File: src/rtl/pcx_rle_palette_decoder_core_defines.svh
// Assertion macros shared by the PCX run-length decoder RTL.
`ifndef PCX_RLE_PALETTE_DECODER_CORE_DEFINES_SVH
`define PCX_RLE_PALETTE_DECODER_CORE_DEFINES_SVH

// Same-cycle implication, disabled during reset.
`define PCX_ASSERT_IMPL(lbl, clk, rstn, ante, cons, msg) \
  lbl: assert property (@(posedge clk) disable iff (!rstn) (ante) |-> (cons)) \
    else $error(msg);

// Next-cycle implication, disabled during reset.
`define PCX_ASSERT_NEXT(lbl, clk, rstn, ante, cons, msg) \
  lbl: assert property (@(posedge clk) disable iff (!rstn) (ante) |=> (cons)) \
    else $error(msg);

`endif

File: src/rtl/pcx_rle_pkg.sv
// Shared types and constants of the PCX run-length palette decoder.
`timescale 1ns / 1ps
package pcx_rle_pkg;

  localparam int unsigned DimBitsDefault = 16;
  localparam int unsigned CfgBits        = 17;
  localparam int unsigned CoordBits      = 16;
  localparam int unsigned ColorBits      = 24;
  localparam int unsigned IdxBits        = 8;
  localparam int unsigned CountBits      = 6;
  localparam int unsigned PalDepth       = 256;
  localparam int unsigned QueueDepth     = 4;
  localparam int unsigned InDataBits     = 40;
  localparam int unsigned OutDataBits    = 56;

  localparam logic [CfgBits-1:0] WidthReset  = 17'd320;
  localparam logic [CfgBits-1:0] HeightReset = 17'd200;

  localparam logic [IdxBits-1:0] RunMark = 8'hC0;
  localparam logic [IdxBits-1:0] RunMask = 8'h3F;

  localparam logic KindPal  = 1'b0;
  localparam logic KindData = 1'b1;

  localparam logic CfgWidth  = 1'b0;
  localparam logic CfgHeight = 1'b1;

  typedef enum logic {
    CMD_PAL,
    CMD_PIX
  } cmd_kind_e;

  typedef struct packed {
    cmd_kind_e              kind;
    logic [IdxBits-1:0]     index;
    logic [ColorBits-1:0]   color;
    logic [CountBits-1:0]   count;
  } cmd_t;

endpackage

File: src/rtl/pcx_rle_queue.sv
// Short command FIFO between the front and back ends.
`timescale 1ns / 1ps
module pcx_rle_queue #(
  parameter int unsigned DEPTH = pcx_rle_pkg::QueueDepth
) (
  input  logic               clk_i,
  input  logic               rst_ni,
  input  logic               push_i,
  input  pcx_rle_pkg::cmd_t  cmd_i,
  input  logic               pop_i,
  output logic               full_o,
  output logic               empty_o,
  output pcx_rle_pkg::cmd_t  head_o
);
  import pcx_rle_pkg::*;
  `include "pcx_rle_palette_decoder_core_defines.svh"

  localparam int unsigned PtrBits = $clog2(DEPTH);
  localparam int unsigned CntBits = $clog2(DEPTH + 1);
  localparam logic [PtrBits-1:0] PtrLast = PtrBits'(DEPTH - 1);
  localparam logic [CntBits-1:0] CntFull = CntBits'(DEPTH);

  cmd_t               entry_q [DEPTH];
  logic [PtrBits-1:0] wr_q, wr_d;
  logic [PtrBits-1:0] rd_q, rd_d;
  logic [CntBits-1:0] cnt_q, cnt_d;

  assign full_o  = (cnt_q == CntFull);
  assign empty_o = (cnt_q == '0);
  assign head_o  = entry_q[rd_q];

  always_comb begin
    wr_d  = wr_q;
    rd_d  = rd_q;
    cnt_d = cnt_q;
    if (push_i) begin
      wr_d = (wr_q == PtrLast) ? '0 : wr_q + PtrBits'(1);
    end
    if (pop_i) begin
      rd_d = (rd_q == PtrLast) ? '0 : rd_q + PtrBits'(1);
    end
    if (push_i && !pop_i) begin
      cnt_d = cnt_q + CntBits'(1);
    end else if (pop_i && !push_i) begin
      cnt_d = cnt_q - CntBits'(1);
    end
  end

  always_ff @(posedge clk_i) begin
    if (push_i) begin
      entry_q[wr_q] <= cmd_i;
    end
  end

  always_ff @(posedge clk_i or negedge rst_ni) begin
    if (!rst_ni) begin
      wr_q  <= '0;
      rd_q  <= '0;
      cnt_q <= '0;
    end else begin
      wr_q  <= wr_d;
      rd_q  <= rd_d;
      cnt_q <= cnt_d;
    end
  end

  `PCX_ASSERT_IMPL(a_no_push_full, clk_i, rst_ni, push_i, !full_o, "push into full queue")
  `PCX_ASSERT_IMPL(a_no_pop_empty, clk_i, rst_ni, pop_i, !empty_o, "pop from empty queue")
  `PCX_ASSERT_NEXT(a_push_fills, clk_i, rst_ni, push_i && !pop_i, !empty_o, "push lost")

endmodule

File: config.mk
export PLATFORM = sky130hd
export DESIGN_NAME = pcx_rle_queue
export DESIGN_NICKNAME = d
export VERILOG_FILES = /design/src/rtl/pcx_rle_pkg.sv /design/src/rtl/pcx_rle_queue.sv
export VERILOG_INCLUDE_DIRS = /design/src /design/src/rtl
export SDC_FILE = /design/constraint.sdc
export NUM_CORES = 1
export LEC_CHECK = 0
export BUFFER_PORTS_ARGS = -buffer_cell sky130_fd_sc_hd__buf_2
export CORE_UTILIZATION = 57
export CTS_CLUSTER_DIAMETER = 60
export DETAILED_ROUTE_END_ITERATION = 16
export PLACE_DENSITY = 0.79
export SYNTH_ARGS = -nofsm -noshare
export SYNTH_HDL_FRONTEND = slang
export SYNTH_SLANG_ARGS = --single-unit
File: constraint.sdc
create_clock -name clk_i -period 2.55 [get_ports clk_i]
set_input_delay 0.3825 -clock clk_i [delete_from_list [all_inputs] [get_ports clk_i]]
set_output_delay 0.3825 -clock clk_i [all_outputs]
set_load 0.02 [all_outputs]
; ---- After elaboration in Yosys (flattened, before gate mapping)
; Memory sizes are Yosys's and may differ from the RTL's.
; Cells that the tools add are included.
[totals]
ff_bits = 7
mem_bits_rw = 156
in_bits = 43
out_inout_bits = 41
word_cells = 23
n_memories = 1
[op_classes]
addsub = 4
eq_ne = 3
muxes = 6
n_reduce_logical = 6
[mem_list]
columns = name, depth, word_bits, read_ports, rd_clocked_by_memory_dff, write_ports, line_no
row1 = entry_q, 4, 39, 1, 0, 1, pcx_rle_queue.sv:23  ; cmd_t entry_q [DEPTH];
[op_table]
columns = op, n
row1 = $mux W3, 2
row2 = $add A2 B1 Y2 const B, 2
row3 = $eq A2 B2 Y1 const B, 2
row4 = $mux W2, 2
row5 = $add A3 B1 Y3 const B, 1
row6 = $eq A3 B3 Y1 const B, 1
row7 = $logic_not A3 Y1, 1
row8 = $sub A3 B1 Y3 const B, 1
row9 = $logic_and A1 B1 Y1, 2
row10 = $logic_not A1 Y1, 2
row11 = $mux W1, 2
row12 = $reduce_bool A2 Y1, 1

; ---- Longest topological paths before layout
; Gate-level depths: netlist of the first run.
[depth]
word_depth = 4
ltp_mapped = 7
depth_no_buf = 7

; ---- Least setup slack after synthesis of the first run
; OpenSTA, ideal clock, no wires.
[synth_path]
path_type = reg2reg
from = reg wr_q[0]
to = mem entry_q[0][0] in the netlist's numbering (enable)
setup_ps = 400
arrival_time_ps = 1570
t_required_ps = 2150
slack_ps = 580
path_stages_with_launch = 4
n_path_buf = 0
period_less_slack_ps = 1970
cell_sequence = dfrtp_1 > inv_1 > ha_1 > and2_1
[synth_lines]
columns = item, line_no
row1 = start: declaration, pcx_rle_queue.sv:24  ; logic [PtrBits-1:0] wr_q, wr_d;
row2 = start signal: assignment, pcx_rle_queue.sv:61  ; wr_q <= wr_d;
row3 = end: declaration, pcx_rle_queue.sv:23
; Straight into the memory's write port.

==> results of run 1 <==
logic make-up after synthesis:
logic type,count (synthesis),share of synthesized area [%]
simple gates,11,0.925
buf+inv,13,2.08
fa+ha+maj,7,1.56
xor+xnor,3,0.432
mux,42,15.0
flops,163,79.8
compound gates,2,0.164
critical path, stage by stage, from the launching register on:
cell     delay [ns]
dfrtp_2        0.37
buf_12         0.31
mux4_1         0.62
buf_2          0.18
registers in the layout (all words and copies together), names as in the netlist:
signal / count
cnt_q: 3
entry_q: 156
rd_q: 2
wr_q: 2
final cells by class:
cell class	count	area share (%)
inverter	4	0.206
tap	136	2.34
clock inverter	13	2.17
timing repair buffer	93	7.46
sequential	163	66.8
clock buffer	18	5.74
multi-input combinational	65	15.2
power breakdown:
group | switching [mW] | leakage [nW] | internal, mW
registers | 0.138 | 1.51 | 3.44
logic | 1.46 | 0.765 | 1.10
clock network | 0.963 | 0.276 | 1.48
total | 2.56 | 2.55 | 6.03
metal layers:
layer  GRT usage [%]  part of all wire (%)  vias up
li1                -                     -     1220
met1            26.2                    42     1423
met2            31.9                    51       81
met3            5.63                   4.9       18
met4            9.76                   2.2        0
met5               0                     0        -
through the flow:
stage	utilization, %	worst slack, ns
2_1_floorplan	-	0.580
3_3_place_gp	64.8	0.706
3_5_place_dp	64.8	0.654
4_1_cts	70.5	0.0951
5_1_grt	70.5	0.0214
6_report	70.5	0.163
cell usage in the layout (no fill, tap or decap), types with 3 or more instances in the layout:
master | netlist | layout
nor2_1 | 3 | 3
and2_2 | 0 | 4
buf_2 | 4 | 83
buf_4 | 0 | 5
ha_1 | 6 | 6
inv_1 | 4 | 4
mux2_2 | 3 | 3
clkbuf_16 | 0 | 16
bufinv_16 | 0 | 3
edfxtp_1 | 156 | 156
dfrtp_1 | 7 | 5
buf_12 | 4 | 4
mux4_2 | 38 | 38
worst max path at each step:
stage | endpoint | cells past startpoint | startpoint
after floorplan | entry_q[0][0] | 3 | wr_q[0]
after global routing | head_o[30] | 3 | rd_q[0]
after CTS | head_o[30] | 3 | rd_q[0]
final | head_o[30] | 3 | rd_q[0]
after detailed placement | head_o[30] | 3 | rd_q[0]
after global placement | head_o[30] | 3 | rd_q[0]
==> flow_summary.json, run 1 <==
{
  "status": "complete, no violations",
  "yosysMostFrequentCell": "edfxtp_1",
  "num_io_pins": 84,
  "cts_root_buf": "clkbuf_8",
  "seqCellArea_um2": 4860,
  "first_pass_iters": 4,
  "clock-sinks": 163,
  "routed_wl_um": 9950,
  "start_util_pct": 59.0,
  "dpl_cell_area_um2": 6690,
  "tns_ns": 0,
  "synth_top_cells_by_count": "edfxtp_1 (156), mux4_2 (38), dfrtp_1 (7)",
  "clockBufferDepth": 2,
  "hp-class": "in2reg",
  "clk_pin_slew_ns": 0.06,
  "worstHoldPathCells": 1,
  "synth_top_cell_area_share_pct": 76.9,
  "cts_setup_buffers": 0,
  "cts_tree": "yes",
  "dp_hpwl_um": 6150,
  "grt_overflow": 0,
  "drtAntennaViolNets": 0,
  "finalSetupViolCount": 0,
  "p_total_mw": 8.59,
  "rsz0062_at_grt": "false",
  "rrSetupSlack_ns": 0.87,
  "place_inst": 460,
  "drive_above_1_share_pct": 46.9,
  "via_per_inst": 5.57,
  "synthTopCellsByArea": "edfxtp_1 (77%), mux4_2 (14%), dfrtp_1 (2.9%), buf_12 (1.3%), ha_1 (1.2%)",
  "worst_pin_slew_ns": 0.545,
  "die_h_um": 105,
  "grt_pass1_wl_um": 15700,
  "syn_inst": 241,
  "stdcell_area_um2": 7270,
  "insertion_delay_ns": 0.52,
  "die_area_um2": 11100,
  "routedWlPerCell_um": 20.2,
  "insertedDiodeCount": 0,
  "crit_type": "reg2out",
  "route.detailed.drc": 0,
  "hold_slack_ns": 0.0757,
  "drv_slew": 0,
  "synth_warnings": 0,
  "grt_max_degree": 43,
  "final_nets": 394,
  "worstPathMaxFanout": 42,
  "worst_ep_arrival_time_ns": 2.00,
  "syn_area_per_cell_um2": 25.3,
  "portBuffers": 83,
  "critPathLaunchType": "register",
  "dr_total_vias": 2742,
  "grt_use_total_pct": 20.2,
  "powerDensity_nw_per_um2": 1180,
  "rows": 37,
  "reg2reg_from": "wr_q[1]",
  "n_fill_cell": 617,
  "hold_violations": 0,
  "drt-initial-drc-count": 134,
  "p_leak_nw": 2.55,
  "slew_headroom_pct": 63.7,
  "cts_resized": 0,
  "finClkSkew_ns": 0.0100,
  "multi_input_area_um2": 1110,
  "antenna_found_initial": 1,
  "place_congestion": 0.660,
  "cts_max_level": 4,
  "whs_endpoint": "entry_q[3][14]",
  "yosysTopAreaCell": "edfxtp_1",
  "post-route-period-util_pct": 93.6,
  "min_from": "cmd_i[14]",
  "syn2layout_area_growth_pct": 19.5,
  "mappedNetlistArea_um2": 6090,
  "hold_buffers": 1,
  "r2r-end": "entry_q[1][38]",
  "synth_async_sr_flop_share_pct": 4.29,
  "fp.dieW_um": 105,
  "fin_crit_ns": 2.39,
  "synth_top_flop_cell": "edfxtp_1",
  "synth_edf_count": 156,
  "synth_cell_types": 19,
  "worstPathRequired_ns": 2.17,
  "cap_violations": 0,
  "max_freq_mhz": 419,
  "rr_worst_depth": 4,
  "ys_ff_latch": 163,
  "synth_fp_nets": 291,
  "grt_pass1_vias": 2901,
  "cp-end-kind": "primary output",
  "numCtsBuffers": 17,
  "core_um2": 10300,
  "peakVddDrop_mv": 0.785,
  "layout.cells.non_filler": 492,
  "ys_seq_area_share_pct": 79.8
}
Power figures use the tool's default switching activity.
==> inputs of run 2 (changes only) <==
Settings changed: ABC_AREA set to 1, CORE_UTILIZATION 57 to 58, PLACE_DENSITY 0.79 to 0.8, REMOVE_ABC_BUFFERS set to 1.
==> flow_summary.json, run 2 <==
{
  "p_clk_share_pct": 27.5,
  "post-route-period-util_pct": 89.9,
  "antenna_found_initial": 2,
  "route.detailed.drc": 0,
  "finalSetupViolCount": 0,
  "final_nets": 645,
  "yosysTopAreaCell": "edfxtp_1",
  "layout_commonest_cell": "edfxtp_1",
  "synth_warnings": 0,
  "dp_slack_ns": 0.681,
  "grt_use_total_pct": 21.4,
  "die_h_um": 110,
  "dr_total_vias": 3922,
  "via_per_inst": 5.22,
  "p_sw_mw": 3.20,
  "clk_pin_slew_ns": 0.06,
  "layout_setup_ws_ns": 0.257,
  "cts_tree": "yes",
  "insertion_delay_ns": 0.42,
  "num_io_pins": 84,
  "ys_seq_area_share_pct": 71.4,
  "start_util_pct": 59.6,
  "rrSetupSlack_ns": 0.90,
  "powerDensity_nw_per_um2": 1160,
  "synth_top_cell_area_share_pct": 68.8,
  "rsz0062_at_grt": "false",
  "cts_setup_buffers": 0,
  "drt-initial-drc-count": 272,
  "drive_above_1_share_pct": 25.4,
  "synth_async_sr_flop_share_pct": 4.29,
  "internal-power_mw": 6.06,
  "place_inst": 718,
  "critPathLaunchType": "register",
  "clockBufferDepth": 2,
  "syn_area_per_cell_um2": 13.4,
  "largest_reg_flops": 156,
  "drv_slew": 0,
  "worstHoldPathCells": 1,
  "die_area_um2": 12200,
  "portBuffers": 83,
  "slew_headroom_pct": 54.4,
  "rows": 39,
  "fin_crit_ns": 2.29,
  "yosysMostFrequentCell": "edfxtp_1",
  "cts_max_level": 4,
  "syn2layout_area_growth_pct": 16.8,
  "peakVddDrop_mv": 0.788,
  "seq_power_share_pct": 38.8,
  "routed_wl_um": 12200,
  "cap_violations": 0,
  "layout.cells.non_filler": 751,
  "synth_cell_types": 19,
  "whs_endpoint": "entry_q[2][32]",
  "clock-sinks": 163,
  "reg2reg_from": "wr_q[0]",
  "hp-class": "in2reg",
  "fin_util_pct": 69.7,
  "grt_pass1_vias": 3744,
  "grt_max_degree": 52,
  "worst_pin_slew_ns": 0.684,
  "hold_violations": 0,
  "numCtsBuffers": 17,
  "syn_inst": 507,
  "reg.largest.list": "entry_q: 156 flops, cnt_q: 3 flops",
  "drtAntennaViolNets": 0,
  "final_cell_mix": "edfxtp_1 (156), nand2_1 (133), inv_1 (85), buf_2 (83), o211ai_1 (48)",
  "worstPathRequired_ns": 2.17,
  "routedWlPerCell_um": 16.3,
  "cp-end-kind": "primary output",
  "r2r-end": "entry_q[3][24]",
  "status": "complete, no violations",
  "finClkSkew_ns": 0.0119,
  "ys_ff_latch": 163,
  "cts_root_buf": "clkbuf_16",
  "worst_ep_arrival_time_ns": 1.91,
  "synth_top_flop_cell": "edfxtp_1",
  "grt_pass1_wl_um": 18600,
  "largest_register": "entry_q",
  "fp.dieW_um": 110,
  "min_from": "cmd_i[32]",
  "mappedNetlistArea_um2": 6810,
  "synthTopCellsByArea": "edfxtp_1 (69%), nand2_1 (7.3%), o211ai_2 (5.5%), o211ai_1 (5.3%), inv_1 (5.0%)",
  "synth_edf_count": 156,
  "p_leak_nw": 3.31,
  "max_freq_mhz": 436,
  "rr_worst_depth": 4,
  "first_pass_iters": 4,
  "crit_type": "reg2out",
  "place_congestion": 0.754,
  "core_um2": 11400,
  "synth_top_cells_by_count": "edfxtp_1 (156), nand2_1 (133), inv_1 (90)",
  "switching_share_pct": 34.6,
  "p_comb_share_pct": 33.7,
  "worstPathMaxFanout": 51,
  "n_fill_cell": 786,
  "dp_hpwl_um": 7310,
  "grt_overflow": 0
}
[run 2: cell count changes after synthesis, sizes merged, moves of 3 or more]
cell / previous run / this run
and2: 4 / 0
mux2: 3 / 0
inv: 4 / 91
o211ai: 0 / 78
buf: 9 / 25
nand2: 2 / 133
mux4: 39 / 0
[run 2: stage by stage]
stage	TNS (ns)	hold slack, ns	area (um^2)	total power, mW
after floorplan	-13.54	0.0869	6590	5.66
after global placement	0	0.230	7350	6.68
after detailed placement	0	0.234	7350	6.80
after CTS	0	0.162	7950	9.35
after global routing	0	0.169	7950	9.78
final	0	0.179	7960	9.27
[run 2: power groups by stage]
| stage | logic [mW] | registers [mW] | clock network (mW) |
|---|---|---|---|
| after floorplan | 1.96 | 3.71 | 0 |
| after CTS | 3.17 | 3.59 | 2.59 |
| after detailed placement | 3.16 | 3.64 | 0 |
| final | 3.12 | 3.59 | 2.55 |
| after global routing | 3.46 | 3.63 | 2.69 |
| after global placement | 3.06 | 3.62 | 0 |
[run 2: cells by family after synthesis]
| logic type | count (synthesis) | synth area share (%) |
|---|---|---|
| AOI/OAI and AO/OA | 82 | 11.1 |
| and+or+nand+nor | 138 | 7.70 |
| adders and majority gates | 7 | 1.40 |
| DFF | 163 | 71.4 |
| buffers and inverters | 116 | 8.31 |
| xor gates and xnor gates | 1 | 0.129 |
[run 2: routing by layer]
layer,part of all wire (%),global-route usage [%]
met1,41,26.1
met2,52,35.6
met3,7.1,6.88
met4,0.34,8.55
met5,0.11,0
[run 2: worst max-delay path, cell delays in order, from the launching register on]
cell and delay, ns:
dfrtp_1 0.42, inv_4 0.33, buf_12 0.29, nand2_1 0.09, o211ai_1 0.09, nand2_1 0.08
buf_2 0.16
[run 2: how the worst max path moves through the flow]
stage	start	to	cells after the start
floorplan	rd_q[1]	head_o[0]	3
finish	rd_q[0]	head_o[24]	6
global route	rd_q[0]	head_o[27]	6
global placement	rd_q[1]	head_o[30]	5
detailed placement	rd_q[0]	head_o[3]	6
CTS	rd_q[0]	head_o[24]	6
[run 2: final cells by class]
type	instances	area (um^2)	area share (%)
Sequential cell	163	4860	61.1
Multi-Input combinational cell	228	1380	17.4
Timing Repair Buffer	94	588	7.39
Clock buffer	19	433	5.44
Inverter	91	344	4.33
Tap cell	143	179	2.25
Clock inverter	12	164	2.06
Antenna cell	1	2.50	0.0315
[run 2: timing repair]
item / CTS / global route
hold endpoints to repair: 7 / 0
hold buffers: 1 / 0
gates resized for setup: 0 / 0
