<file path="config.mk">
export PLATFORM = sky130hd
export DESIGN_NAME = pcx_rle_front
export DESIGN_NICKNAME = d
export VERILOG_FILES = /design/src/rtl/pcx_rle_palette_decoder_core_defines.svh /design/src/rtl/pcx_rle_pkg.sv /design/src/rtl/pcx_rle_front.sv
export SDC_FILE = /design/constraint.sdc
export NUM_CORES = 1
export LEC_CHECK = 0
export BUFFER_PORTS_ARGS = -buffer_cell sky130_fd_sc_hd__buf_2
export CORE_MARGIN = 10
export CORE_UTILIZATION = 30
export CTS_BUF_LIST = sky130_fd_sc_hd__clkbuf_8
export CTS_CLUSTER_DIAMETER = 100
export CTS_CLUSTER_SIZE = 8
export DETAILED_ROUTE_END_ITERATION = 6
export GPL_ROUTABILITY_DRIVEN = 0
export PLACE_DENSITY = 0.83
export SLEW_MARGIN = 20
export SYNTH_ARGS = -nofsm -noshare
export SYNTH_HDL_FRONTEND = slang
export SYNTH_SLANG_ARGS = --single-unit
</file>
<file path="constraint.sdc">
create_clock -name clk_i -period 1.44 [get_ports clk_i]
set_input_delay 0.144 -clock clk_i [delete_from_list [all_inputs] [get_ports clk_i]]
set_output_delay 0.144 -clock clk_i [all_outputs]
set_load 0.05 [all_outputs]
</file>
<file path="src/rtl/pcx_rle_palette_decoder_core_defines.svh">
// Assertion macros shared by the PCX run-length decoder RTL.
`ifndef PCX_RLE_PALETTE_DECODER_CORE_DEFINES_SVH
`define PCX_RLE_PALETTE_DECODER_CORE_DEFINES_SVH

// Same-cycle implication, disabled during reset.
`define PCX_ASSERT_IMPL(lbl, clk, rstn, ante, cons, msg) \
  lbl: assert property (@(posedge clk) disable iff (!rstn) (ante) |-> (cons)) \
    else $error(msg);

// Next-cycle implication, disabled during reset.
`define PCX_ASSERT_NEXT(lbl, clk, rstn, ante, cons, msg) \
  lbl: assert property (@(posedge clk) disable iff (!rstn) (ante) |=> (cons)) \
    else $error(msg);

`endif

</file>
<file path="src/rtl/pcx_rle_pkg.sv">
// Shared types and constants of the PCX run-length palette decoder.
`timescale 1ns / 1ps
package pcx_rle_pkg;

  localparam int unsigned DimBitsDefault = 16;
  localparam int unsigned CfgBits        = 17;
  localparam int unsigned CoordBits      = 16;
  localparam int unsigned ColorBits      = 24;
  localparam int unsigned IdxBits        = 8;
  localparam int unsigned CountBits      = 6;
  localparam int unsigned PalDepth       = 256;
  localparam int unsigned QueueDepth     = 4;
  localparam int unsigned InDataBits     = 40;
  localparam int unsigned OutDataBits    = 56;

  localparam logic [CfgBits-1:0] WidthReset  = 17'd320;
  localparam logic [CfgBits-1:0] HeightReset = 17'd200;

  localparam logic [IdxBits-1:0] RunMark = 8'hC0;
  localparam logic [IdxBits-1:0] RunMask = 8'h3F;

  localparam logic KindPal  = 1'b0;
  localparam logic KindData = 1'b1;

  localparam logic CfgWidth  = 1'b0;
  localparam logic CfgHeight = 1'b1;

  typedef enum logic {
    CMD_PAL,
    CMD_PIX
  } cmd_kind_e;

  typedef struct packed {
    cmd_kind_e              kind;
    logic [IdxBits-1:0]     index;
    logic [ColorBits-1:0]   color;
    logic [CountBits-1:0]   count;
  } cmd_t;

endpackage

</file>
<file path="src/rtl/pcx_rle_front.sv">
// Input side: accepts beats, tracks run markers and issues decode commands.
`timescale 1ns / 1ps
module pcx_rle_front (
  input  logic                clk_i,
  input  logic                rst_ni,
  input  logic                s_valid_i,
  output logic                s_ready_o,
  input  logic                kind_i,
  input  logic [7:0]          pal_index_i,
  input  logic [23:0]         pal_color_i,
  input  logic [7:0]          data_byte_i,
  input  logic                full_i,
  output logic                push_o,
  output pcx_rle_pkg::cmd_t   cmd_o
);
  import pcx_rle_pkg::*;

  logic                 accept;
  logic                 is_mark;
  logic                 awaiting_q, awaiting_d;
  logic [CountBits-1:0] pending_q, pending_d;

  assign s_ready_o = !full_i;
  assign accept    = s_valid_i && !full_i;
  assign is_mark   = (data_byte_i & RunMark) == RunMark;

  always_comb begin
    push_o      = 1'b0;
    cmd_o.kind  = CMD_PIX;
    cmd_o.index = data_byte_i;
    cmd_o.color = pal_color_i;
    cmd_o.count = CountBits'(1);
    awaiting_d  = awaiting_q;
    pending_d   = pending_q;
    if (accept) begin
      if (kind_i == KindPal) begin
        push_o      = 1'b1;
        cmd_o.kind  = CMD_PAL;
        cmd_o.index = pal_index_i;
      end else if (awaiting_q) begin
        // zero-length run consumes the index byte silently
        push_o      = (pending_q != '0);
        cmd_o.count = pending_q;
        awaiting_d  = 1'b0;
        pending_d   = '0;
      end else if (is_mark) begin
        awaiting_d  = 1'b1;
        pending_d   = CountBits'(data_byte_i & RunMask);
      end else begin
        push_o      = 1'b1;
      end
    end
  end

  always_ff @(posedge clk_i or negedge rst_ni) begin
    if (!rst_ni) begin
      awaiting_q <= 1'b0;
      pending_q  <= '0;
    end else begin
      awaiting_q <= awaiting_d;
      pending_q  <= pending_d;
    end
  end

endmodule

</file>
==> Word level (Yosys, flattened, before mapping) <==
Cells that the tools add are included.
{ "op_classes": {"eq_ne": 1, "mux": 13, "reduce_logical": 6} }
{ "ops": {"columns": ["operator", "n"], "rows": [
  ["$mux W6", 5],
  ["$mux W9", 2],
  ["$mux W1", 6],
  ["$reduce_bool A6 Y1", 1],
  ["$reduce_and A3 Y1", 1],
  ["$eq A2 B2 Y1 const B", 1],
  ["$reduce_and A2 Y1", 1],
  ["$reduce_bool A2 Y1", 1],
  ["$logic_and A1 B1 Y1", 1],
  ["$logic_not A1 Y1", 1]
]} }
{ "totals": {"reg_bits": 7, "inputBits": 45, "elab_cells": 22} }

==> Longest topological paths before layout <==
Gate-level depths: netlist of the first run.
{ "logic_depth": {"depth_word": 5, "depth_mapped": 4, "mapped_depth_nobuf": 3} }

==> Least setup slack after synthesis of the first run <==
No wires, ideal clock.
{ "synth_path": {"kind": "register -> output", "startpoint": "register awaiting_q", "endpoint": "output port cmd_o[1] (netlist name)", "arrival_ns": 1.053, "required_ns": 1.296, "slack_ns": 0.243, "path_stages_with_launch": 3, "path_buffers": 0, "cell_sequence": "dfrtp_1 and3_1 and2_1"} }
{ "synth_rtl": {"columns": ["element", "line_no", "rtl"], "rows": [
  ["start, declared", "pcx_rle_front.sv:20", "logic awaiting_q, awaiting_d;"],
  ["start signal, assigned", "pcx_rle_front.sv:60", "awaiting_q <= awaiting_d;"],
  ["end, declared", "pcx_rle_front.sv:14", "output pcx_rle_pkg::cmd_t cmd_o"]
]} }

==> Worst setup path in the final report of the first run <==
{ "layout_path": {"startpoint": "register pending_q[5]", "endpoint": "output port push_o"} }
{ "layout_via": {"elab_chain_cells": 4} }
{ "layout_lines": {"columns": ["element", "line_no", "rtl"], "rows": [
  ["start, declared", "pcx_rle_front.sv:21", "logic [CountBits-1:0] pending_q, pending_d;"],
  ["start signal, assigned", "pcx_rle_front.sv:61", "pending_q <= pending_d;"],
  ["$reduce_bool A6 Y1", "pcx_rle_front.sv:42", "push_o = (pending_q != '0);"],
  ["$mux W1", "pcx_rle_front.sv:40", "end else if (awaiting_q) begin"],
  ["$mux W1", "pcx_rle_front.sv:36", "if (kind_i == KindPal) begin"],
  ["$mux W1", "pcx_rle_front.sv:35", "if (accept) begin"],
  ["end, declared", "pcx_rle_front.sv:13", "output logic push_o,"]
]} }
Every way passes these cells.

==> flow_summary.json, run 1 <==
{
  "outcome": "complete, but fails checks",
  "violations": "setup timing",
  "p_leak_nw": 0.4255,
  "synth_area_um2": 660.6,
  "core_region_area_um2": 2022,
  "layout.cell_area.non_filler_um2": 813.3,
  "total_die_area_um2": 4479,
  "worstPathArrival_ns": 1.32,
  "place.port_buffers": 37,
  "detail_route.wl_per_cell_um": 15.87,
  "timing.final.crit_share_pct": 101.7,
  "deepest_level_of_the_cts_h_tree": 1,
  "first_pass_grt_wire_length_mm": 2.891,
  "cpMaxStageDelayCell": "dfrtp_1",
  "worstSetupPathType": "reg -> out",
  "final.hold.worst_slack_ns": 0.1582,
  "synth-seq-cells": 7,
  "critical-path-max-stage-delay_ns": 0.39,
  "worst-endpoint-required_ns": 1.30,
  "grtUsageTotal_pct": 8.417,
  "timing.slew.headroom_pct": 70.29,
  "initial_utilization_pct": 32.67,
  "cts_made_buffers": 3,
  "synth_nets": 114,
  "warning_count_from_the_yosys_run": 0,
  "crit_path_start_kind": "flop",
  "route.detailed.drc": 0,
  "antenna_cells": 0,
  "hp-class": "in -> reg",
  "dr_total_vias": 536,
  "crit_path_end_kind": "output pin",
  "wp_buf_inv": 1,
  "layout.cells.most_common_list": "buf_2 (31), mux2_2 (8), buf_4 (8), a22o_1 (6), dfrtp_1 (6)",
  "place_worst_setup_slack_ns": -0.01826,
  "first_global_vias": 633,
  "die_height_um": 66.93,
  "synthesis.instances": 69,
  "final_max_slew_viol_count": 0,
  "route.detailed.vias_per_inst": 4.621,
  "synth.yosys.seq_area_share_pct": 26.52,
  "route.final.wire_length_mm": 1.841,
  "syn_area_per_cell_um2": 9.574,
  "layout-drive-gt1-share_pct": 66.29,
  "antenna_found_initial": 0,
  "tritoncts": "yes",
  "setup_ws_final_ns": -0.02504,
  "clock-root-buffer": "clkbuf_8",
  "clkLatencyLatePin_ns": 0.22,
  "clk_transition_reported_paths_ns": 0.04,
  "crit_fanout": 2,
  "cp_cell_sequence": "nor4_2, nand4_1, o311a_1, buf_6",
  "layout_min_cycle_time_ns": 1.465,
  "post-layout-total-power_w": 0.0008025,
  "final_common_cell": "buf_2",
  "die_w_um": 66.93,
  "ir_worst_vdd_mv": 0.3429,
  "grt_max_degree": 10,
  "path_delay_family": "simple AND/OR/NAND/NOR gates",
  "timing.max_cap.violations": 0,
  "crit-reg2reg-launch": "awaiting_q",
  "tritoncts_num_sinks": 7,
  "ant_nets": 0,
  "cts-root-to-sink-buffers": 2,
  "worst_pin_slew_ns": 0.4432,
  "io-pin-count": 86,
  "grt_remaining_overflow": 0,
  "totalNegativeSetupSlack_ns": -0.02504,
  "drt-pass1-iter-count": 4,
  "crit_start": "pending_q[5]",
  "distinct_cell_type_count_of_the_synthesized_netlist": 21,
  "powerDensity_nw_per_um2": 986.7,
  "max_clock_freq_mhz": 682.6,
  "drt_iter0_drc": 5,
  "fin_worst_skew_ns": 0.001707,
  "final-setup-viol-count": 1,
  "row_count": 16,
  "detailed_place.area_um2": 710.7,
  "worst_hold_startpoint": "data_byte_i[0]",
  "number_of_failing_hold_endpoints_at_the_final_stage": 0,
  "setup_repair_after_global_routing_missed_its_margin": "true",
  "area_growth_pct": 23.11,
  "final_nets": 135,
  "dpl.hpwl_mm": 1.530
}
==> registers in the layout, summed over array words and instances (netlist names) <==
| register | cells |
|---|---|
| awaiting_q | 1 |
| pending_q | 6 |
==> where the power goes <==
group	leakage (nW)	switching [W]	internal, W	total (W)
Clock	0.0269	0.0000758	0.000183	0.000259
Combinational	0.308	0.000147	0.000123	0.000270
Sequential	0.0903	0.0000368	0.000237	0.000273
Total	0.425	0.000260	0.000542	0.000802
==> routing by layer <==
layer / track usage [%] / up-vias / wire length [um]
met2: 12.91 / 41 / 817
met5: 0 / - / 0
met4: 7.949 / 0 / 71
met3: 3.846 / 13 / 218
li1: - / 250 / -
met1: 8.224 / 232 / 732
==> layout make-up <==
type | instances | area, um^2
timing repair buffer | 42 | 256.5
sequential | 7 | 176.4
tap | 27 | 33.78
multi-input combinational | 33 | 290.3
clock buffer | 3 | 41.29
inverter | 3 | 11.26
clock inverter | 1 | 3.754
fill | 199 | 1209
==> synthesized netlist by cell type (all sizes together) <==
master  number  area (um^2)
inv          3        11.26
nand2b       1        6.260
or2          1        6.260
nand2        1        3.750
nor2b        1        6.260
nor2         1        3.750
nor4         1        6.260
nor3         1        10.01
buf         26        196.4
and2         6        37.54
a22o         6        52.55
a21oi        1        5.000
o311a        1        10.01
and3         1        6.260
dfrtp        7        175.2
a21o         1        7.510
nand3b       1        20.02
nand4        1        6.260
mux2         8        90.09
==> final timing paths <==
path                                 to  slack (ns)  cells after the start
max                              push_o       -0.03                      4
min                        pending_q[0]        0.16                      2
max reg2reg                pending_q[4]        0.30                      2
min reg2reg                pending_q[3]        0.54                      1
max in group asynchronous    awaiting_q        0.99                      2
min in group asynchronous  pending_q[4]        0.28                      2
==> cells by family after synthesis <==
logic type / count (synthesis) / synth area share [%]
DFF: 7 / 26.52
and+or+nand+nor: 16 / 17.05
muxes: 8 / 13.64
AOI/OAI and AO/OA: 9 / 11.36
buffers and inverters: 29 / 31.44
==> worst register-to-register path: cells and delay by family, from the launching register on <==
family             cells  cell delay, ns
and+or+nand+nor        1            0.42
AOI/OAI and AO/OA      1            0.21
DFF                    1            0.44
==> timing repair <==
item / in CTS / in global routing
endpoints found under the hold margin: 7 / 0
resized for setup: 8 / 4
setup buffers: 1 / 1
endpoints found under the setup margin: 14 / 15
hold buffers: 1 / 0
pin swaps: 2 / 0
==> per-stage QoR <==
| stage | util, % | std cells |
|---|---|---|
| 3_3_place_gp | 35.15 | 109 |
| 2_1_floorplan | - | 69 |
| 6_report | 40.22 | 116 |
| 3_5_place_dp | 35.15 | 109 |
| 5_1_grt | 40.22 | 116 |
| 4_1_cts | 39.29 | 115 |
No activity file was read; power rests on OpenSTA's default activity.
==> run 2: changes to the inputs <==
==> constraint.sdc (replaced) <==
create_clock -name clk_i -period 1.44 [get_ports clk_i]
set_input_delay 0.288 -clock clk_i [delete_from_list [all_inputs] [get_ports clk_i]]
set_output_delay 0.288 -clock clk_i [all_outputs]
set_load 0.05 [all_outputs]
==> run 2 against run 1 <==
The flow still finishes with violations (setup timing). Sequential share of layout area shrank 4.7 points. Final cell count grew 6.0%. Clock power increased by 2%. Maximum frequency fell by 8.5%. Clock-buffer cell count did not move. Clock skew is 0.0013 ns higher. Routed wire length rose by 10%. Via count grew 6.7%. Die area is the same.
==> flow_summary.json, run 2 (synthesis results as in run 1) <==
{
  "crit_fanout": 2,
  "timing.slew.headroom_pct": 72.82,
  "timing.final.crit_share_pct": 111.2,
  "detail_route.wl_per_cell_um": 16.48,
  "route.final.wire_length_mm": 2.027,
  "clkLatencyLatePin_ns": 0.23,
  "layout.cell_area.non_filler_um2": 1033,
  "worst-endpoint-required_ns": 1.15,
  "drt_iter0_drc": 12,
  "violations": "setup timing",
  "die_w_um": 66.93,
  "post-layout-total-power_w": 0.0008958,
  "layout-drive-gt1-share_pct": 72.92,
  "die_height_um": 66.93,
  "route.detailed.vias_per_inst": 4.650,
  "antenna_found_initial": 0,
  "detailed_place.area_um2": 755.7,
  "hp-class": "in -> reg",
  "setup_repair_after_global_routing_missed_its_margin": "true",
  "grtUsageTotal_pct": 9.490,
  "initial_utilization_pct": 32.67,
  "antenna_cells": 0,
  "grt_max_degree": 8,
  "route.detailed.drc": 0,
  "first_pass_grt_wire_length_mm": 3.174,
  "r2r.worst_path.cells": 4,
  "dpl.hpwl_mm": 1.626,
  "sequential_cell_area_um2": 175.2,
  "worstSetupPathType": "reg -> out",
  "layout_min_cycle_time_ns": 1.601,
  "tritoncts": "yes",
  "cts-root-to-sink-buffers": 2,
  "clk_transition_reported_paths_ns": 0.04,
  "largest_register_ff_count": 6,
  "multiInputGateArea_um2": 350.3,
  "crit-reg2reg-launch": "awaiting_q",
  "setup_ws_final_ns": -0.1608,
  "drt-pass1-iter-count": 4,
  "worst_r2r_dst": "pending_q[0]",
  "crit_path_end_kind": "output pin",
  "fillers": 180,
  "cpMaxStageDelayCell": "dfrtp_1",
  "outcome": "complete, but fails checks",
  "p_leak_nw": 0.5377,
  "powerDensity_nw_per_um2": 866.8,
  "worstPathArrival_ns": 1.31,
  "grt_remaining_overflow": 0,
  "largest_register": "pending_q",
  "deepest_level_of_the_cts_h_tree": 1,
  "worst-r2r-setup-slack_ns": 0.22,
  "tritoncts_num_sinks": 7,
  "clock-root-buffer": "clkbuf_8",
  "ir_worst_vdd_mv": 0.4774,
  "reg_top3": "pending_q (6), awaiting_q (1)",
  "fin_worst_skew_ns": 0.003043,
  "timing.hold.worst_endpoint": "pending_q[1]",
  "layout.cells.most_common_list": "buf_2 (20), buf_8 (12), buf_4 (11), mux2_4 (8)",
  "dr_total_vias": 572,
  "io-pin-count": 86,
  "worst_hold_startpoint": "data_byte_i[1]",
  "path_delay_family": "simple AND/OR/NAND/NOR gates",
  "cp_cell_sequence": "nor4_2, nand4_1, o311a_1, buf_6",
  "post-place-cells": 115,
  "cts_made_buffers": 3,
  "core_region_area_um2": 2022,
  "total_die_area_um2": 4479,
  "first_global_vias": 669,
  "row_count": 16,
  "wp_buf_inv": 1,
  "final-setup-viol-count": 9,
  "worst_pin_slew_ns": 0.4054,
  "max_clock_freq_mhz": 624.7,
  "timing.max_cap.violations": 0,
  "final_common_cell": "buf_2",
  "number_of_failing_hold_endpoints_at_the_final_stage": 0,
  "final_max_slew_viol_count": 0,
  "instances_no_fill": 123,
  "ant_nets": 0,
  "area_growth_pct": 56.44,
  "min_delay_path_depth": 2,
  "place.port_buffers": 37,
  "final_nets": 142,
  "critical-path-max-stage-delay_ns": 0.38,
  "crit_path_start_kind": "flop"
}
-- run 2: worst max-delay path by stage --
stage,start,endpoint,slack [ns],cells after the start
floorplan,s_valid_i,cmd_o[30],-0.01,4
global placement,full_i,cmd_o[35],-0.25,6
detailed placement,full_i,cmd_o[36],-0.36,6
CTS,pending_q[5],push_o,-0.19,4
global route,pending_q[2],push_o,-0.24,4
finish,pending_q[2],push_o,-0.16,4
-- run 2: metrics by stage --
step | hold WS [ns] | setup TNS, ns | utilization (%) | worst slack (ns)
4_1_cts | 0.3032 | -0.6809 | 49.32 | -0.1857
6_report | 0.3035 | -0.5292 | 51.11 | -0.1608
2_1_floorplan | -0.007591 | -0.1126 | - | -0.01407
3_5_place_dp | 0.1229 | -3.420 | 37.38 | -0.3582
5_1_grt | 0.3151 | -0.8410 | 51.11 | -0.2353
3_3_place_gp | 0.1170 | -2.241 | 37.38 | -0.2533
-- run 2: area by class of cell --
cell class	instances	area share [%]
flip-flops and latches	7	16.95
clock buffers	3	3.995
well taps	27	3.269
repair buffers	48	40.44
multi-input cells	34	33.90
inverters	3	1.090
clock inverters	1	0.3632
-- run 2: power breakdown --
part	internal, W	total, W	leakage (nW)	switching, W
clock network	0.000184	0.000264	0.0269	0.0000804
logic	0.000192	0.000366	0.419	0.000174
registers	0.000236	0.000265	0.0917	0.0000295
-- run 2: what timing repair did --
item,CTS,global route
pin swaps,3,5
resized for setup,51,12
gates cloned,1,0
hold buffers,1,0
setup buffers,3,0
setup endpoints to repair,16,15
hold endpoints to repair,7,0
-- run 2: metal layers --
metal	global-route usage [%]	vias up	routed length, um
met1	8.785	248	748
met5	0	-	0
met4	8.974	0	94
li1	-	266	-
met2	14.57	45	936
met3	5.184	13	248
==> run 3: changes to the inputs <==
Settings changed: MAX_ROUTING_LAYER set to met4, RECOVER_POWER set to 100.
==> run 3 against run 2 <==
The flow still finishes with violations (setup timing). Via count decreased by 0.70%. Design area shrank 0.60%. Setup slack better by 0.0051 ns. Sequential power about the same. First-iteration DRC count shrank 67%. Maximum frequency is 0.32% higher. Hold slack improved by 0.00090 ns. Register-to-register slack got worse by 0.10 ns. Utilization is 0.31 points lower. Global-route usage up 0.26 points. Critical path depth did not move. Highest routed layer unchanged.
==> flow_summary.json, run 3 (synthesis results as in run 1) <==
{
  "outcome": "complete, but fails checks",
  "violations": "setup timing",
  "worst_pin_slew_ns": 0.6068,
  "ant_nets": 0,
  "final_max_slew_viol_count": 0,
  "grtUsageTotal_pct": 9.752,
  "clkLatencyLatePin_ns": 0.22,
  "drt-pass1-iter-count": 4,
  "crit_fanout": 2,
  "largest_register_ff_count": 6,
  "cts-root-to-sink-buffers": 2,
  "timing.final.crit_share_pct": 110.8,
  "fin_worst_skew_ns": 0.001848,
  "tritoncts_num_sinks": 7,
  "antenna_found_initial": 0,
  "dpl.hpwl_mm": 1.626,
  "antenna_cells": 0,
  "tritoncts": "yes",
  "setup_repair_after_global_routing_missed_its_margin": "true",
  "final_common_cell": "buf_2",
  "deepest_level_of_the_cts_h_tree": 1,
  "place_worst_setup_slack_ns": -0.3582,
  "detail_route.wl_per_cell_um": 16.18,
  "die_w_um": 66.93,
  "worstPathArrival_ns": 1.31,
  "first_pass_grt_wire_length_mm": 3.174,
  "timing.slew.headroom_pct": 59.72,
  "core_region_area_um2": 2022,
  "io-pin-count": 86,
  "dr_total_vias": 568,
  "layout.cell_area.non_filler_um2": 1027,
  "powerDensity_nw_per_um2": 863.4,
  "detailed_place.area_um2": 755.7,
  "row_count": 16,
  "final_nets": 142,
  "critical-path-max-stage-delay_ns": 0.38,
  "setup_ws_final_ns": -0.1557,
  "layout.cells.most_common_list": "buf_2 (17), buf_8 (12), buf_4 (10), mux2_4 (8)",
  "largest_register": "pending_q",
  "hp-class": "in -> reg",
  "initial_utilization_pct": 32.67,
  "wp_buf_inv": 1,
  "area_growth_pct": 55.49,
  "cts_made_buffers": 3,
  "cp_cell_sequence": "nor4_2, nand4_1, o311a_1, buf_6",
  "first_global_vias": 669,
  "final-setup-viol-count": 9,
  "crit_path_start_kind": "flop",
  "route.detailed.vias_per_inst": 4.618,
  "fillers": 183,
  "worst-endpoint-required_ns": 1.15,
  "drt_iter0_drc": 4,
  "p_leak_nw": 0.5292,
  "die_height_um": 66.93,
  "number_of_failing_hold_endpoints_at_the_final_stage": 0,
  "layout_min_cycle_time_ns": 1.596,
  "clk_transition_reported_paths_ns": 0.04,
  "total_die_area_um2": 4479,
  "clock-root-buffer": "clkbuf_8",
  "layout-drive-gt1-share_pct": 69.79,
  "route.final.wire_length_mm": 1.990,
  "grt_max_degree": 8,
  "cpMaxStageDelayCell": "dfrtp_1",
  "crit_path_end_kind": "output pin",
  "grt_remaining_overflow": 0,
  "worstSetupPathType": "reg -> out",
  "timing.max_cap.violations": 0,
  "finalCoreUtilization_pct": 50.80,
  "path_delay_family": "simple AND/OR/NAND/NOR gates",
  "totalNegativeSetupSlack_ns": -0.4600,
  "place.port_buffers": 37,
  "reg_top3": "pending_q (6), awaiting_q (1)",
  "max_clock_freq_mhz": 626.7,
  "route.detailed.drc": 0,
  "ir_worst_vdd_mv": 0.4701
}
-- run 3: cell types whose count changed in the layout (fill, tap and decap cells not counted), sizes merged --
| cell | delta |
|---|---|
| clkbuf | +4 |
| buf | -4 |
-- run 3: what timing repair did --
| action | CTS | global route |
|---|---|---|
| hold buffers | 1 | 0 |
| cloned | 1 | 0 |
| setup buffers | 3 | 0 |
| resized for setup | 51 | 12 |
| endpoints found under the hold margin | 7 | 0 |
| pin swaps | 3 | 5 |
| endpoints found under the setup margin | 16 | 15 |
-- run 3: layout make-up --
type	instances	area, um^2	share of cell area (%)
Timing Repair Buffer	48	411.6	40.07
Clock buffer	3	41.29	4.019
Inverter	3	11.26	1.096
Sequential cell	7	175.2	17.05
Tap cell	27	33.78	3.289
Clock inverter	1	3.754	0.3654
Multi-Input combinational cell	34	350.3	34.10
-- run 3: path summary, 6_finish.rpt --
kind | start | endpoint | slack (ns) | cells after the start
worst min-delay path | data_byte_i[1] | pending_q[1] | 0.30 | 2
min in group asynchronous | rst_ni | pending_q[4] | 0.49 | 2
worst min register to register | pending_q[4] | pending_q[4] | 0.54 | 1
worst max-delay path | pending_q[2] | push_o | -0.16 | 4
worst max register to register | awaiting_q | pending_q[0] | 0.12 | 4
max in group asynchronous | rst_ni | pending_q[5] | 0.69 | 2
-- run 3: worst reg2reg max path, delay by kind of cell, from the launching register on --
| family | cells | cell delay (ns) |
|---|---|---|
| buffers and inverters | 1 | 0.19 |
| DFF | 1 | 0.38 |
| and+or+nand+nor | 1 | 0.30 |
| AOI/OAI and AO/OA | 2 | 0.32 |
-- run 3: metrics by stage --
step	std cells	power, W	hold slack (ns)
after CTS	123	0.0008938	0.3032
after global routing	123	0.0009305	0.3151
after detailed placement	115	0.0005474	0.1229
final	123	0.0008869	0.3044
after floorplan	69	0.0006081	-0.007591
after global placement	115	0.0005374	0.1170
-- run 3: power breakdown --
part           internal [W]  switching [W]
registers          0.000236      0.0000290
clock network      0.000183      0.0000770
logic              0.000188       0.000173
total              0.000608       0.000279
-- run 3: metal layers --
layer | vias to the layer above | GRT usage, % | routed length, um
li1 | 267 | - | -
met1 | 247 | 9.346 | 764
met2 | 42 | 14.57 | 935
met3 | 12 | 4.181 | 213
met4 | 0 | 8.974 | 76
met5 | - | - | 0
